**src/rtl/ookspe_pkg.sv**
```systemverilog
// Package for the OOK slicer pulse extractor: payload structs, codes,
// controller/datapath command and status types. No dependencies.
`timescale 1ns / 1ps
`default_nettype none
package ookspe_pkg;

    localparam int VOTE_WINDOW      = 11;
    localparam int RSSI_EXTRA_DELAY = 2;
    localparam int DELAY_LEN        = VOTE_WINDOW + RSSI_EXTRA_DELAY + 1;
    localparam int DELAY_BACK       = (VOTE_WINDOW / 2) + RSSI_EXTRA_DELAY;
    localparam int DIDX_W           = $clog2(DELAY_LEN);
    localparam int VCNT_W           = $clog2(VOTE_WINDOW + 1);

    localparam logic [1:0] KIND_STATUS = 2'd0;
    localparam logic [1:0] KIND_EDGE   = 2'd1;
    localparam logic [1:0] KIND_END    = 2'd2;

    localparam logic [2:0] CFG_SAMPLE_PERIOD = 3'd0;
    localparam logic [2:0] CFG_FLUSH_LIMIT   = 3'd1;
    localparam logic [2:0] CFG_INIT_FIXED    = 3'd2;
    localparam logic [2:0] CFG_STAT_SPACING  = 3'd3;
    localparam logic [2:0] CFG_UPDATE_PERIOD = 3'd4;

    localparam logic [7:0]  PEAK_RESET    = 8'd100;
    localparam logic [7:0]  PEAK_MARGIN   = 8'd12;
    localparam logic [7:0]  PEAK_CAP      = 8'd188;
    localparam logic [7:0]  RSSI_CAP      = 8'd200;
    localparam logic [31:0] VAR_LIMIT     = 32'd36;
    localparam logic [4:0]  DELTA_MIN     = 5'd6;

    typedef struct packed {
        logic       data_bit;
        logic [7:0] rssi_raw;
    } t_in;

    typedef struct packed {
        logic [1:0]  kind;
        logic [15:0] pulse_duration;
        logic        pulse_level;
        logic [7:0]  pulse_rssi;
        logic        filtered_data;
        logic [7:0]  slice_threshold;
        logic [7:0]  fixed_threshold;
        logic        last;
    } t_out;

    typedef enum logic [1:0] {
        SEL_EDGE   = 2'd0,
        SEL_END1   = 2'd1,
        SEL_END2   = 2'd2,
        SEL_STATUS = 2'd3
    } t_sel;

    typedef enum logic [1:0] {
        DIV_Q   = 2'd0,
        DIV_VAR = 2'd1,
        DIV_AVG = 2'd2
    } t_dsel;

    typedef struct packed {
        logic  take;
        logic  calc;
        logic  clear_stats;
        logic  div_start;
        t_dsel div_sel;
        logic  cap_q;
        logic  mul;
        logic  cap_var;
        logic  cap_avg;
        logic  apply;
        logic  thr;
        logic  load_out;
        t_sel  out_sel;
    } t_cmd;

    typedef struct packed {
        logic       adapt_due;
        logic       enough;
        logic       div_done;
        logic       div_busy;
        logic [1:0] kind;
        logic       out_free;
    } t_status;

endpackage
`default_nettype wire

```
**src/rtl/ookspe_div.sv**
```systemverilog
// Restoring 32-bit unsigned divider, one quotient bit per clock.
// Depends on nothing; used by the datapath for the floor adaptation.
`timescale 1ns / 1ps
`default_nettype none
module ookspe_div (
    input  wire logic        i_clk,
    input  wire logic        i_rst_n,
    input  wire logic        i_start,
    input  wire logic [31:0] i_dividend,
    input  wire logic [31:0] i_divisor,
    output logic             o_busy,
    output logic             o_done,
    output logic [31:0]      o_quotient
);
    logic        r_busy;
    logic        r_done;
    logic [4:0]  r_cnt;
    logic [31:0] r_rem;
    logic [31:0] r_dvd;
    logic [31:0] r_dvs;
    logic [32:0] w_shift;
    logic [32:0] w_trial;

    assign w_shift = {r_rem, r_dvd[31]};
    assign w_trial = w_shift - {1'b0, r_dvs};

    always_ff @(posedge i_clk) begin
        if (!i_rst_n) begin
            r_busy <= 1'b0;
            r_done <= 1'b0;
            r_cnt  <= '0;
        end else begin
            r_done <= 1'b0;
            if (i_start) begin
                r_busy <= 1'b1;
                r_cnt  <= '0;
            end else if (r_busy) begin
                r_cnt <= r_cnt + 5'd1;
                if (r_cnt == 5'd31) begin
                    r_busy <= 1'b0;
                    r_done <= 1'b1;
                end
            end
        end
    end

    always_ff @(posedge i_clk) begin
        if (i_start) begin
            r_rem <= '0;
            r_dvd <= i_dividend;
            r_dvs <= i_divisor;
        end else if (r_busy) begin
            // keep the difference when it does not go negative
            if (!w_trial[32]) begin
                r_rem <= w_trial[31:0];
                r_dvd <= {r_dvd[30:0], 1'b1};
            end else begin
                r_rem <= w_shift[31:0];
                r_dvd <= {r_dvd[30:0], 1'b0};
            end
        end
    end

    assign o_busy     = r_busy;
    assign o_done     = r_done;
    assign o_quotient = r_dvd;
endmodule
`default_nettype wire

```
**src/rtl/ookspe_ctrl.sv**
```systemverilog
// Tick sequencer: steps the datapath through evaluation, adaptation and
// result transfers. Depends on ookspe_pkg.
`timescale 1ns / 1ps
`default_nettype none
module ookspe_ctrl (
    input  wire logic               i_clk,
    input  wire logic               i_rst_n,
    input  wire logic               i_in_valid,
    output logic                    o_in_stall,
    input  wire ookspe_pkg::t_status i_st,
    output ookspe_pkg::t_cmd        o_cmd
);
    import ookspe_pkg::*;

    typedef enum logic [10:0] {
        S_IDLE   = 11'b00000000001,
        S_CALC   = 11'b00000000010,
        S_CHECK  = 11'b00000000100,
        S_DIV1   = 11'b00000001000,
        S_MUL    = 11'b00000010000,
        S_START2 = 11'b00000100000,
        S_DIV2   = 11'b00001000000,
        S_DIV3   = 11'b00010000000,
        S_APPLY  = 11'b00100000000,
        S_THR    = 11'b01000000000,
        S_EMIT   = 11'b10000000000
    } t_state;

    t_state r_state, n_state;
    t_sel   r_sel, n_sel;

    always_comb begin
        n_state = r_state;
        n_sel   = r_sel;
        o_cmd   = '0;
        case (r_state)
            S_IDLE: begin
                if (i_in_valid) begin
                    o_cmd.take = 1'b1;
                    n_state    = S_CALC;
                end
            end
            S_CALC: begin
                o_cmd.calc = 1'b1;
                n_state    = S_CHECK;
            end
            S_CHECK: begin
                if (!i_st.adapt_due) begin
                    n_state = S_THR;
                end else if (!i_st.enough) begin
                    o_cmd.clear_stats = 1'b1;
                    n_state           = S_THR;
                end else begin
                    o_cmd.div_start = 1'b1;
                    o_cmd.div_sel   = DIV_Q;
                    n_state         = S_DIV1;
                end
            end
            S_DIV1: begin
                if (i_st.div_done) begin
                    o_cmd.cap_q = 1'b1;
                    n_state     = S_MUL;
                end
            end
            S_MUL: begin
                o_cmd.mul = 1'b1;
                n_state   = S_START2;
            end
            S_START2: begin
                o_cmd.div_start = 1'b1;
                o_cmd.div_sel   = DIV_VAR;
                n_state         = S_DIV2;
            end
            S_DIV2: begin
                if (i_st.div_done) begin
                    o_cmd.cap_var   = 1'b1;
                    o_cmd.div_start = 1'b1;
                    o_cmd.div_sel   = DIV_AVG;
                    n_state         = S_DIV3;
                end
            end
            S_DIV3: begin
                if (i_st.div_done) begin
                    o_cmd.cap_avg = 1'b1;
                    n_state       = S_APPLY;
                end
            end
            S_APPLY: begin
                o_cmd.apply = 1'b1;
                n_state     = S_THR;
            end
            S_THR: begin
                o_cmd.thr = 1'b1;
                n_state   = S_EMIT;
                if (i_st.kind == KIND_EDGE) begin
                    n_sel = SEL_EDGE;
                end else if (i_st.kind == KIND_END) begin
                    n_sel = SEL_END1;
                end else begin
                    n_sel = SEL_STATUS;
                end
            end
            S_EMIT: begin
                if (i_st.out_free) begin
                    o_cmd.load_out = 1'b1;
                    o_cmd.out_sel  = r_sel;
                    case (r_sel)
                        SEL_END1: n_sel   = SEL_END2;
                        SEL_STATUS: n_state = S_IDLE;
                        default: n_sel   = SEL_STATUS;
                    endcase
                end
            end
            default: n_state = S_IDLE;
        endcase
    end

    always_ff @(posedge i_clk) begin
        if (!i_rst_n) begin
            r_state <= S_IDLE;
            r_sel   <= SEL_STATUS;
        end else begin
            r_state <= n_state;
            r_sel   <= n_sel;
        end
    end

    assign o_in_stall = (r_state != S_IDLE);

    a_load_free: assert property (@(posedge i_clk) disable iff (!i_rst_n)
        o_cmd.load_out |-> i_st.out_free)
        else $error("result loaded while output register is occupied");

    a_div_idle: assert property (@(posedge i_clk) disable iff (!i_rst_n)
        (o_cmd.div_start && r_state != S_DIV2) |-> !i_st.div_busy)
        else $error("divider started while busy");

    a_status_ends: assert property (@(posedge i_clk) disable iff (!i_rst_n)
        (o_cmd.load_out && r_sel == SEL_STATUS) |=> r_state == S_IDLE)
        else $error("tick did not close after its status result");

    a_take_idle: assert property (@(posedge i_clk) disable iff (!i_rst_n)
        o_cmd.take |=> r_state == S_CALC)
        else $error("accepted tick did not start evaluation");
endmodule
`default_nettype wire

```
**src/rtl/ookspe_dpath.sv**
```systemverilog
// Datapath: vote filter, RSSI delay line, pulse timing, statistics,
// thresholds and output register. Depends on ookspe_pkg and ookspe_div.
`timescale 1ns / 1ps
`default_nettype none
module ookspe_dpath (
    input  wire logic               i_clk,
    input  wire logic               i_rst_n,
    input  wire ookspe_pkg::t_in    i_in_data,
    input  wire logic               i_cfg_we,
    input  wire logic [2:0]         i_cfg_idx,
    input  wire logic [31:0]        i_cfg_data,
    input  wire ookspe_pkg::t_cmd   i_cmd,
    output ookspe_pkg::t_status     o_st,
    output logic                    o_out_valid,
    input  wire logic               i_out_stall,
    output ookspe_pkg::t_out        o_out_data
);
    import ookspe_pkg::*;

    // configuration
    logic [7:0]  r_period;
    logic [15:0] r_flush;
    logic [15:0] r_spacing;
    logic [31:0] r_upd_period;

    // tick state
    logic [VOTE_WINDOW-1:0] r_hist;
    logic [7:0]             r_dline [DELAY_LEN];
    logic [DIDX_W-1:0]      r_didx;
    logic                   r_held;
    logic [31:0]            r_tick;
    logic [31:0]            r_edge;
    logic [15:0]            r_quiet;
    logic [7:0]             r_steady;
    logic [7:0]             r_peak;
    logic [7:0]             r_floor;
    logic [2:0]             r_phase;
    logic [31:0]            r_sum;
    logic [31:0]            r_sq;
    logic [31:0]            r_nsamp;
    logic [31:0]            r_stick;
    logic [31:0]            r_utick;
    logic                   r_due;
    logic [1:0]             r_kind;
    logic                   r_ovalid;

    // per-tick payload
    logic        r_bit;
    logic [7:0]  r_rssi;
    logic        r_filt;
    logic [15:0] r_dur;
    logic        r_lvl;
    logic [7:0]  r_srs;
    logic [31:0] r_q;
    logic [31:0] r_prod;
    logic [31:0] r_var;
    logic [31:0] r_avg;
    t_out        r_out;

    logic [VOTE_WINDOW-1:0] w_hist;
    logic [VCNT_W-1:0]      w_cnt;
    logic                   w_filt;
    logic [DIDX_W-1:0]      w_rd;
    logic [DIDX_W-1:0]      w_didx_nx;
    logic [31:0]            w_span;
    logic [39:0]            w_dur_full;
    logic [15:0]            w_dur;
    logic                   w_edge;
    logic                   w_end;
    logic                   w_stat;
    logic [15:0]            w_sq;
    logic [55:0]            w_prod_full;
    logic [3:0]             w_sd;
    logic [4:0]             w_delta;
    logic [32:0]            w_fsum;
    logic [2:0]             w_phase;
    logic [7:0]             w_peak_dec;
    logic [8:0]             w_peak_top;
    logic [7:0]             w_peak;
    logic [31:0]            w_dvd;
    logic [31:0]            w_dvs;
    logic                   w_div_busy;
    logic                   w_div_done;
    logic [31:0]            w_quot;
    logic                   w_out_free;

    function automatic logic [3:0] f_isqrt_ceil(input logic [31:0] v);
        logic [3:0] s;
        s = 4'd10;
        for (int k = 9; k >= 1; k--) begin
            if (32'(k * k) >= v) begin
                s = 4'(k);
            end
        end
        return s;
    endfunction

    assign w_hist    = {r_hist[VOTE_WINDOW-2:0], r_bit};
    assign w_cnt     = VCNT_W'($countones(w_hist));
    assign w_filt    = (w_cnt > VCNT_W'(VOTE_WINDOW / 2));
    assign w_rd      = (r_didx >= DIDX_W'(DELAY_BACK)) ? r_didx - DIDX_W'(DELAY_BACK)
                                                      : r_didx + DIDX_W'(DELAY_LEN - DELAY_BACK);
    assign w_didx_nx = (r_didx == DIDX_W'(DELAY_LEN - 1)) ? '0 : r_didx + 1'b1;

    assign w_span     = r_tick - r_edge;
    assign w_dur_full = 40'(w_span) * 40'(r_period);
    assign w_dur      = (w_dur_full > 40'd65535) ? 16'hFFFF : w_dur_full[15:0];
    assign w_edge     = (w_filt != r_held);
    assign w_end      = !w_edge && (r_quiet == r_flush);
    assign w_stat     = ((r_tick - r_stick) > {16'd0, r_spacing});
    assign w_sq       = 16'(r_rssi) * 16'(r_rssi);

    assign w_prod_full = 56'(r_sum[31:8]) * 56'(r_q);

    assign w_sd    = f_isqrt_ceil(r_var);
    assign w_delta = ((5'(w_sd) * 5'd3) < DELTA_MIN) ? DELTA_MIN : 5'(w_sd) * 5'd3;
    assign w_fsum  = {1'b0, r_avg} + 33'(w_delta);

    // decay every eighth tick, then jump toward the new RSSI
    assign w_phase    = r_phase + 3'd1;
    assign w_peak_dec = ((w_phase == 3'd0) && (r_peak > r_floor)) ? r_peak - 8'd1 : r_peak;
    assign w_peak_top = {1'b0, w_peak_dec} + {1'b0, PEAK_MARGIN};
    always_comb begin
        w_peak = w_peak_dec;
        if ({1'b0, r_rssi} > w_peak_top) begin
            w_peak = (r_rssi > RSSI_CAP) ? PEAK_CAP : r_rssi - PEAK_MARGIN;
            if (w_peak < r_floor) begin
                w_peak = r_floor;
            end
        end
    end

    always_comb begin
        case (i_cmd.div_sel)
            DIV_Q: begin
                w_dvd = {r_sum[23:0], 8'd0};
                w_dvs = r_nsamp;
            end
            DIV_VAR: begin
                w_dvd = r_sq - r_prod;
                w_dvs = r_nsamp - 32'd1;
            end
            default: begin
                w_dvd = r_sum;
                w_dvs = r_nsamp;
            end
        endcase
    end

    ookspe_div u_div (
        .i_clk      (i_clk),
        .i_rst_n    (i_rst_n),
        .i_start    (i_cmd.div_start),
        .i_dividend (w_dvd),
        .i_divisor  (w_dvs),
        .o_busy     (w_div_busy),
        .o_done     (w_div_done),
        .o_quotient (w_quot)
    );

    assign w_out_free = !r_ovalid || !i_out_stall;

    always_ff @(posedge i_clk) begin
        if (!i_rst_n) begin
            r_period     <= 8'd25;
            r_flush      <= 16'd200;
            r_spacing    <= 16'd40;
            r_upd_period <= 32'd400000;
            r_hist       <= '0;
            for (int k = 0; k < DELAY_LEN; k++) begin
                r_dline[k] <= '0;
            end
            r_didx   <= '0;
            r_held   <= 1'b0;
            r_tick   <= '0;
            r_edge   <= '0;
            r_quiet  <= '0;
            r_steady <= '0;
            r_peak   <= PEAK_RESET;
            r_floor  <= 8'd60;
            r_phase  <= '0;
            r_sum    <= '0;
            r_sq     <= '0;
            r_nsamp  <= '0;
            r_stick  <= '0;
            r_utick  <= '0;
            r_due    <= 1'b0;
            r_kind   <= KIND_STATUS;
            r_ovalid <= 1'b0;
        end else begin
            if (i_cfg_we) begin
                case (i_cfg_idx)
                    CFG_SAMPLE_PERIOD: r_period     <= i_cfg_data[7:0];
                    CFG_FLUSH_LIMIT:   r_flush      <= i_cfg_data[15:0];
                    CFG_INIT_FIXED:    r_floor      <= i_cfg_data[7:0];
                    CFG_STAT_SPACING:  r_spacing    <= i_cfg_data[15:0];
                    CFG_UPDATE_PERIOD: r_upd_period <= i_cfg_data;
                    default: ;
                endcase
            end
            if (i_cmd.calc) begin
                r_hist          <= w_hist;
                r_dline[r_didx] <= r_rssi;
                r_didx          <= w_didx_nx;
                r_steady        <= r_dline[w_rd];
                if (w_edge) begin
                    r_edge  <= r_tick;
                    r_held  <= w_filt;
                    r_quiet <= 16'd1;
                    r_kind  <= KIND_EDGE;
                end else begin
                    r_quiet <= r_quiet + 16'd1;
                    r_kind  <= w_end ? KIND_END : KIND_STATUS;
                end
                if (w_stat) begin
                    r_sum   <= r_sum + 32'(r_rssi);
                    r_sq    <= r_sq + 32'(w_sq);
                    r_nsamp <= r_nsamp + 32'd1;
                    r_stick <= r_tick;
                end
                r_due <= ((r_tick - r_utick) >= r_upd_period);
            end
            if (i_cmd.clear_stats || i_cmd.apply) begin
                r_sum   <= '0;
                r_sq    <= '0;
                r_nsamp <= '0;
                r_utick <= r_tick;
            end
            if (i_cmd.apply && (r_var < VAR_LIMIT)) begin
                r_floor <= (w_fsum > 33'd255) ? 8'd255 : w_fsum[7:0];
            end
            if (i_cmd.thr) begin
                r_phase <= w_phase;
                r_peak  <= w_peak;
                r_tick  <= r_tick + 32'd1;
            end
            if (i_cmd.load_out) begin
                r_ovalid <= 1'b1;
            end else if (!i_out_stall) begin
                r_ovalid <= 1'b0;
            end
        end
    end

    always_ff @(posedge i_clk) begin
        if (i_cmd.take) begin
            r_bit  <= i_in_data.data_bit;
            r_rssi <= ~i_in_data.rssi_raw;
        end
        if (i_cmd.calc) begin
            r_filt <= w_filt;
            r_dur  <= w_dur;
            r_lvl  <= r_held;
            r_srs  <= r_steady;
        end
        if (i_cmd.cap_q) begin
            r_q <= w_quot;
        end
        if (i_cmd.mul) begin
            r_prod <= w_prod_full[31:0];
        end
        if (i_cmd.cap_var) begin
            r_var <= w_quot;
        end
        if (i_cmd.cap_avg) begin
            r_avg <= w_quot;
        end
        if (i_cmd.load_out) begin
            r_out.filtered_data   <= r_filt;
            r_out.slice_threshold <= r_peak;
            r_out.fixed_threshold <= r_floor;
            case (i_cmd.out_sel)
                SEL_EDGE: begin
                    r_out.kind           <= KIND_EDGE;
                    r_out.pulse_duration <= r_dur;
                    r_out.pulse_level    <= r_lvl;
                    r_out.pulse_rssi     <= r_srs;
                    r_out.last           <= 1'b0;
                end
                SEL_END1: begin
                    r_out.kind           <= KIND_END;
                    r_out.pulse_duration <= r_dur;
                    r_out.pulse_level    <= r_lvl;
                    r_out.pulse_rssi     <= '0;
                    r_out.last           <= 1'b0;
                end
                SEL_END2: begin
                    r_out.kind           <= KIND_END;
                    r_out.pulse_duration <= 16'd1;
                    r_out.pulse_level    <= ~r_lvl;
                    r_out.pulse_rssi     <= '0;
                    r_out.last           <= 1'b0;
                end
                default: begin
                    r_out.kind           <= KIND_STATUS;
                    r_out.pulse_duration <= '0;
                    r_out.pulse_level    <= 1'b0;
                    r_out.pulse_rssi     <= '0;
                    r_out.last           <= 1'b1;
                end
            endcase
        end
    end

    always_comb begin
        o_st.adapt_due = r_due;
        o_st.enough    = (r_nsamp >= 32'd2);
        o_st.div_done  = w_div_done;
        o_st.div_busy  = w_div_busy;
        o_st.kind      = r_kind;
        o_st.out_free  = w_out_free;
    end

    assign o_out_valid = r_ovalid;
    assign o_out_data  = r_out;
endmodule
`default_nettype wire

```
**src/rtl/ook_slicer_pulse_extractor_core.sv**
```systemverilog
// OOK slicer pulse extractor top level: controller plus datapath.
// Depends on ookspe_pkg, ookspe_ctrl, ookspe_dpath.
`timescale 1ns / 1ps
`default_nettype none
// One sample tick is taken per transfer on the input channel and yields one
// to three results, the last always a status result with last set. No new
// tick is taken until that status result has been loaded into the output
// register, which waits while the output side stalls. A tick on which the
// fixed threshold adapts also makes three passes of the shared bit-serial
// divider. Configuration writes go straight to the registers; writing
// register 2 also reloads the fixed threshold.
module ook_slicer_pulse_extractor_core (
    input  wire logic             i_clk,
    input  wire logic             i_rst_n,
    input  wire logic             i_in_valid,
    output logic                  o_in_stall,
    input  wire ookspe_pkg::t_in  i_in_data,
    output logic                  o_out_valid,
    input  wire logic             i_out_stall,
    output ookspe_pkg::t_out      o_out_data,
    input  wire logic             i_cfg_we,
    input  wire logic [2:0]       i_cfg_idx,
    input  wire logic [31:0]      i_cfg_data
);
    import ookspe_pkg::*;

    t_cmd    w_cmd;
    t_status w_st;

    ookspe_ctrl u_ctrl (
        .i_clk      (i_clk),
        .i_rst_n    (i_rst_n),
        .i_in_valid (i_in_valid),
        .o_in_stall (o_in_stall),
        .i_st       (w_st),
        .o_cmd      (w_cmd)
    );

    ookspe_dpath u_dpath (
        .i_clk       (i_clk),
        .i_rst_n     (i_rst_n),
        .i_in_data   (i_in_data),
        .i_cfg_we    (i_cfg_we),
        .i_cfg_idx   (i_cfg_idx),
        .i_cfg_data  (i_cfg_data),
        .i_cmd       (w_cmd),
        .o_st        (w_st),
        .o_out_valid (o_out_valid),
        .i_out_stall (i_out_stall),
        .o_out_data  (o_out_data)
    );
endmodule
`default_nettype wire
```
**config.mk**
```make
export PLATFORM = sky130hd
export DESIGN_NAME = ook_slicer_pulse_extractor_core
export DESIGN_NICKNAME = d
export VERILOG_FILES = /design/src/rtl/ookspe_pkg.sv /design/src/rtl/ookspe_div.sv /design/src/rtl/ookspe_ctrl.sv /design/src/rtl/ookspe_dpath.sv /design/src/rtl/ook_slicer_pulse_extractor_core.sv
export SDC_FILE = /design/constraint.sdc
export NUM_CORES = 2
export LEC_CHECK = 0
export BUFFER_PORTS_ARGS = -buffer_cell sky130_fd_sc_hd__buf_2
export CAP_MARGIN = 5
export CELL_PAD_IN_SITES_DETAIL_PLACEMENT = 1
export CELL_PAD_IN_SITES_GLOBAL_PLACEMENT = 1
export CORE_MARGIN = 2
export CORE_UTILIZATION = 35
export DETAILED_ROUTE_END_ITERATION = 10
export MAX_ROUTING_LAYER = met4
export PLACE_DENSITY_LB_ADDON = 0.1
export SLEW_MARGIN = 40
export SYNTH_ARGS = -nofsm -noshare
export SYNTH_HDL_FRONTEND = slang
export SYNTH_SLANG_ARGS = --single-unit
```
**constraint.sdc**
```tcl
create_clock -name i_clk -period 22.8 [get_ports i_clk]
set_input_delay 1.14 -clock i_clk [delete_from_list [all_inputs] [get_ports i_clk]]
set_output_delay 1.14 -clock i_clk [all_outputs]
set_load 0.005 [all_outputs]
```
==> flow_metrics.py <==
metrics = {
    "routing": {
        "ant_nets": 0,
        "viasPerCell": 5.12,
        "via_count": 52600,
        "first_iter_violations": 2629,
        "drc": 0,
        "avgRoutedWirePerCell_um": 20.8,
        "wl_mm": 214,
        "first_pass_iters": 5,
    },
    "global_routing": {
        "grt_max_degree": 145,
        "grt_pass1_vias": 57000,
        "grt_pass1_wl_mm": 339,
        "grt_antenna_before_repair": 7,
        "grt_usage_pct": 22.3,
        "overflow": 0,
    },
    "synthesis": {
        "synth_edf_count": 400,
        "yosysTopAreaCell": "fa_1",
        "synthArstFlopShare_pct": 0,
        "yosysTopAreaCellShare_pct": 18.1,
        "synth_cells": 7551,
        "synth_area_mm2": 0.0691,
        "ys_ff_latch": 810,
        "synth_cell_types": 90,
        "ys.flop_type": "dfxtp_1",
        "synth_area_leaders": "fa_1, edfxtp_1, dfxtp_1",
        "synth-seq-area-share_pct": 29.3,
        "yosys_warnings": 0,
        "yosysMostFrequentCell": "inv_1",
        "syn-num-nets": 8691,
        "synthTopCellsByCount": "inv_1, nand2_1, fa_1, and2_1, ha_1",
        "syn_area_per_cell_um2": 9.15,
    },
    "placed_design": {
        "place_inst": 10100,
        "dpl-instance-area_mm2": 0.0727,
        "dp_slack_ns": 12.46,
        "gp_congestion": 0.837,
        "dp_hpwl_mm": 158,
        "io_buffers": 95,
    },
    "cts": {
        "clkSinkCount": 810,
        "cts-root-buf": "clkbuf_16",
        "post_cts_buffers": 0,
        "h-tree-depth": 3,
        "cts.reportedPaths.clkPinSlew_ns": 0.06,
        "cts_tree": "built",
        "cts_hold_buf": 0,
        "insertion_delay_ns": 0.78,
        "cts_made_buffers": 101,
        "clockBufferDepth": 3,
        "ctsResizeCount": 0,
    },
    "timing": {
        "drv_slew": 0,
        "setup_slack_ns": 12.48,
        "tightest_slew_ns": 0.879,
        "slew_headroom_pct": 41.3,
        "maxClockFrequency_mhz": 96.9,
        "setup_viol": 0,
        "setup_tns_ns": 0,
        "finClkSkew_ns": 0.0892,
        "period_needed_ns": 10.32,
        "hold_violations": 0,
        "rsz0062_at_grt": "no",
        "hold_ws_ns": 0.418,
        "finalCritPeriodShare_pct": 45.3,
    },
    "pwr": {
        "total_power_mw": 3.85,
        "p_leak_nw": 31.6,
        "power_density_mw_per_mm2": 50.4,
        "ir_worst_vdd_uv": 64.0,
    },
    "worst_setup_path": {
        "critPathMaxStageDelay_ns": 0.79,
        "endpoint": "u_dpath.r_dur[8]",
        "cp-end-kind": "register",
        "reg2reg_from": "u_dpath.r_tick[0]",
        "crit_path_start": "u_dpath.r_tick[0]",
        "timing.critical_path.mode_cell": "fa_1",
        "cp_data_arrival_time_ns": 10.79,
        "cp.required_ns": 23.26,
        "reg2reg_to": "u_dpath.r_dur[8]",
        "cp_slowest_cell": "or4_1",
        "r2r_slack_ns": 12.48,
        "r2r_cells": 34,
        "cp_max_fo": 16,
        "crit_type": "reg2reg",
        "cp-start-kind": "register",
    },
    "floorplanning": {
        "io_pins": 96,
        "core-area_mm2": 0.197,
        "initial_core_util_pct": 35.1,
        "die-area_mm2": 0.201,
        "die_w_um": 448,
        "die_h_um": 448,
        "num_rows": 163,
    },
    "outcome": {
        "status": "complete, no violations",
    },
    "hold_path": {
        "holdCritPathClass": "reg2reg",
    },
    "final_layout": {
        "layoutNonFillerInstCount": 10300,
        "fin_area_mm2": 0.0764,
        "fin_nets": 8683,
        "multi_input_area_mm2": 0.0441,
        "n_fill_cell": 22500,
        "drive_gt1_share_pct": 6.85,
        "area_growth_syn_to_layout_pct": 10.6,
        "utilization_pct": 38.8,
        "seqCellArea_mm2": 0.0202,
    },
    "run": {
        "drv_cap": 0,
    },
}
-- how the worst min path moves through the flow --
stage                              start  cells past startpoint                      to  slack [ns]
final                     u_dpath.r_filt                      0  u_dpath.o_out_data[17]        0.42
after global routing      u_dpath.r_filt                      0  u_dpath.o_out_data[17]        0.42
after CTS                 u_dpath.r_filt                      0  u_dpath.o_out_data[17]        0.42
after detailed placement  u_dpath.r_filt                      0  u_dpath.o_out_data[17]        0.41
after global placement    u_dpath.r_filt                      0  u_dpath.o_out_data[17]        0.40
after floorplan           u_dpath.r_filt                      0  u_dpath.o_out_data[17]        0.40
-- worst max-delay path, delay by kind of cell (launching register included) --
kind                     cells  cell delay, ns
buffers and inverters        4            0.32
flip-flops                   1            0.46
AND/OR/NAND/NOR              9            2.62
AO/OA/AOI/OAI               13            2.97
XOR/XNOR                     1            0.67
adder cells (fa/ha/maj)      7            2.98
-- kinds of logic after synthesis --
logic type,synth area share (%)
AND/OR/NAND/NOR,18.7
buffers and inverters,7.21
AO/OA/AOI/OAI,11.5
adder cells (fa/ha/maj),26.5
flip-flops,29.3
XOR/XNOR,4.72
multiplexers,2.07
-- layout make-up --
cell class | instances | share of cell area (%)
flip-flops and latches | 810 | 26.5
well taps | 2640 | 4.32
clock inverters | 63 | 1.14
clock buffers | 128 | 3.58
diodes | 3 | 0.00982
inverters | 985 | 4.84
multi-input cells | 5426 | 57.8
repair buffers | 219 | 1.88
-- layout by cell type, fill, tap and decap left out, types with 71 or more instances in the layout --
| cell | netlist | final |
|---|---|---|
| inv_1 | 979 | 979 |
| nand2_1 | 975 | 970 |
| fa_1 | 623 | 623 |
| and2_1 | 516 | 516 |
| ha_1 | 468 | 468 |
| dfxtp_1 | 410 | 405 |
| edfxtp_1 | 400 | 400 |
| a21oi_1 | 357 | 354 |
| nor2_1 | 351 | 344 |
| xnor2_1 | 258 | 252 |
| o21ai_0 | 228 | 224 |
| a21boi_0 | 168 | 168 |
| nor3_1 | 138 | 135 |
| nand3_1 | 130 | 130 |
| buf_4 | 5 | 121 |
| xor2_1 | 114 | 114 |
| a21o_1 | 110 | 110 |
| clkbuf_16 | 0 | 102 |
| nor2b_1 | 96 | 96 |
| buf_2 | 13 | 94 |
| or3_1 | 75 | 75 |
| nand2b_1 | 74 | 71 |
-- report_power, final --
part | total [mW] | internal (mW) | switching, mW | leakage [nW]
clock | 1.73 | 1.02 | 0.713 | 1.72
combinational | 0.553 | 0.231 | 0.322 | 22.6
sequential | 1.57 | 1.55 | 0.0202 | 7.25
total | 3.85 | 2.80 | 1.05 | 31.6
-- sequential cells by signal, summed over array words and instances (netlist names), 10 cells and up --
| register | cells |
|---|---|
| u_dpath.r_dline | 128 |
| u_dpath.r_utick | 32 |
| u_ctrl.r_state | 11 |
| u_dpath.u_div.r_rem | 32 |
| u_dpath.r_stick | 32 |
| u_dpath.r_nsamp | 32 |
| u_dpath.r_dur | 16 |
| u_dpath.r_upd_period | 32 |
| u_dpath.r_hist | 10 |
| u_dpath.r_sum | 32 |
| u_dpath.r_edge | 32 |
| u_dpath.r_sq | 32 |
| u_dpath.u_div.o_quotient | 32 |
| u_dpath.r_var | 32 |
| u_dpath.r_flush | 16 |
| u_dpath.r_q | 32 |
| u_dpath.r_avg | 32 |
| u_dpath.o_out_data | 45 |
| u_dpath.r_quiet | 16 |
| u_dpath.r_prod | 32 |
| u_dpath.r_spacing | 16 |
| u_dpath.r_tick | 32 |
| u_dpath.u_div.r_dvs | 32 |
-- routing by layer --
layer  GRT usage, %  up-vias  routed length [µm]
li1               -    24900                   -
met1           30.3    26800              103000
met2           36.4      686              101000
met3           1.92      198                6630
met4           4.76        0                3940
met5              -        -                   0
No activity file was read; power rests on OpenSTA's default activity.
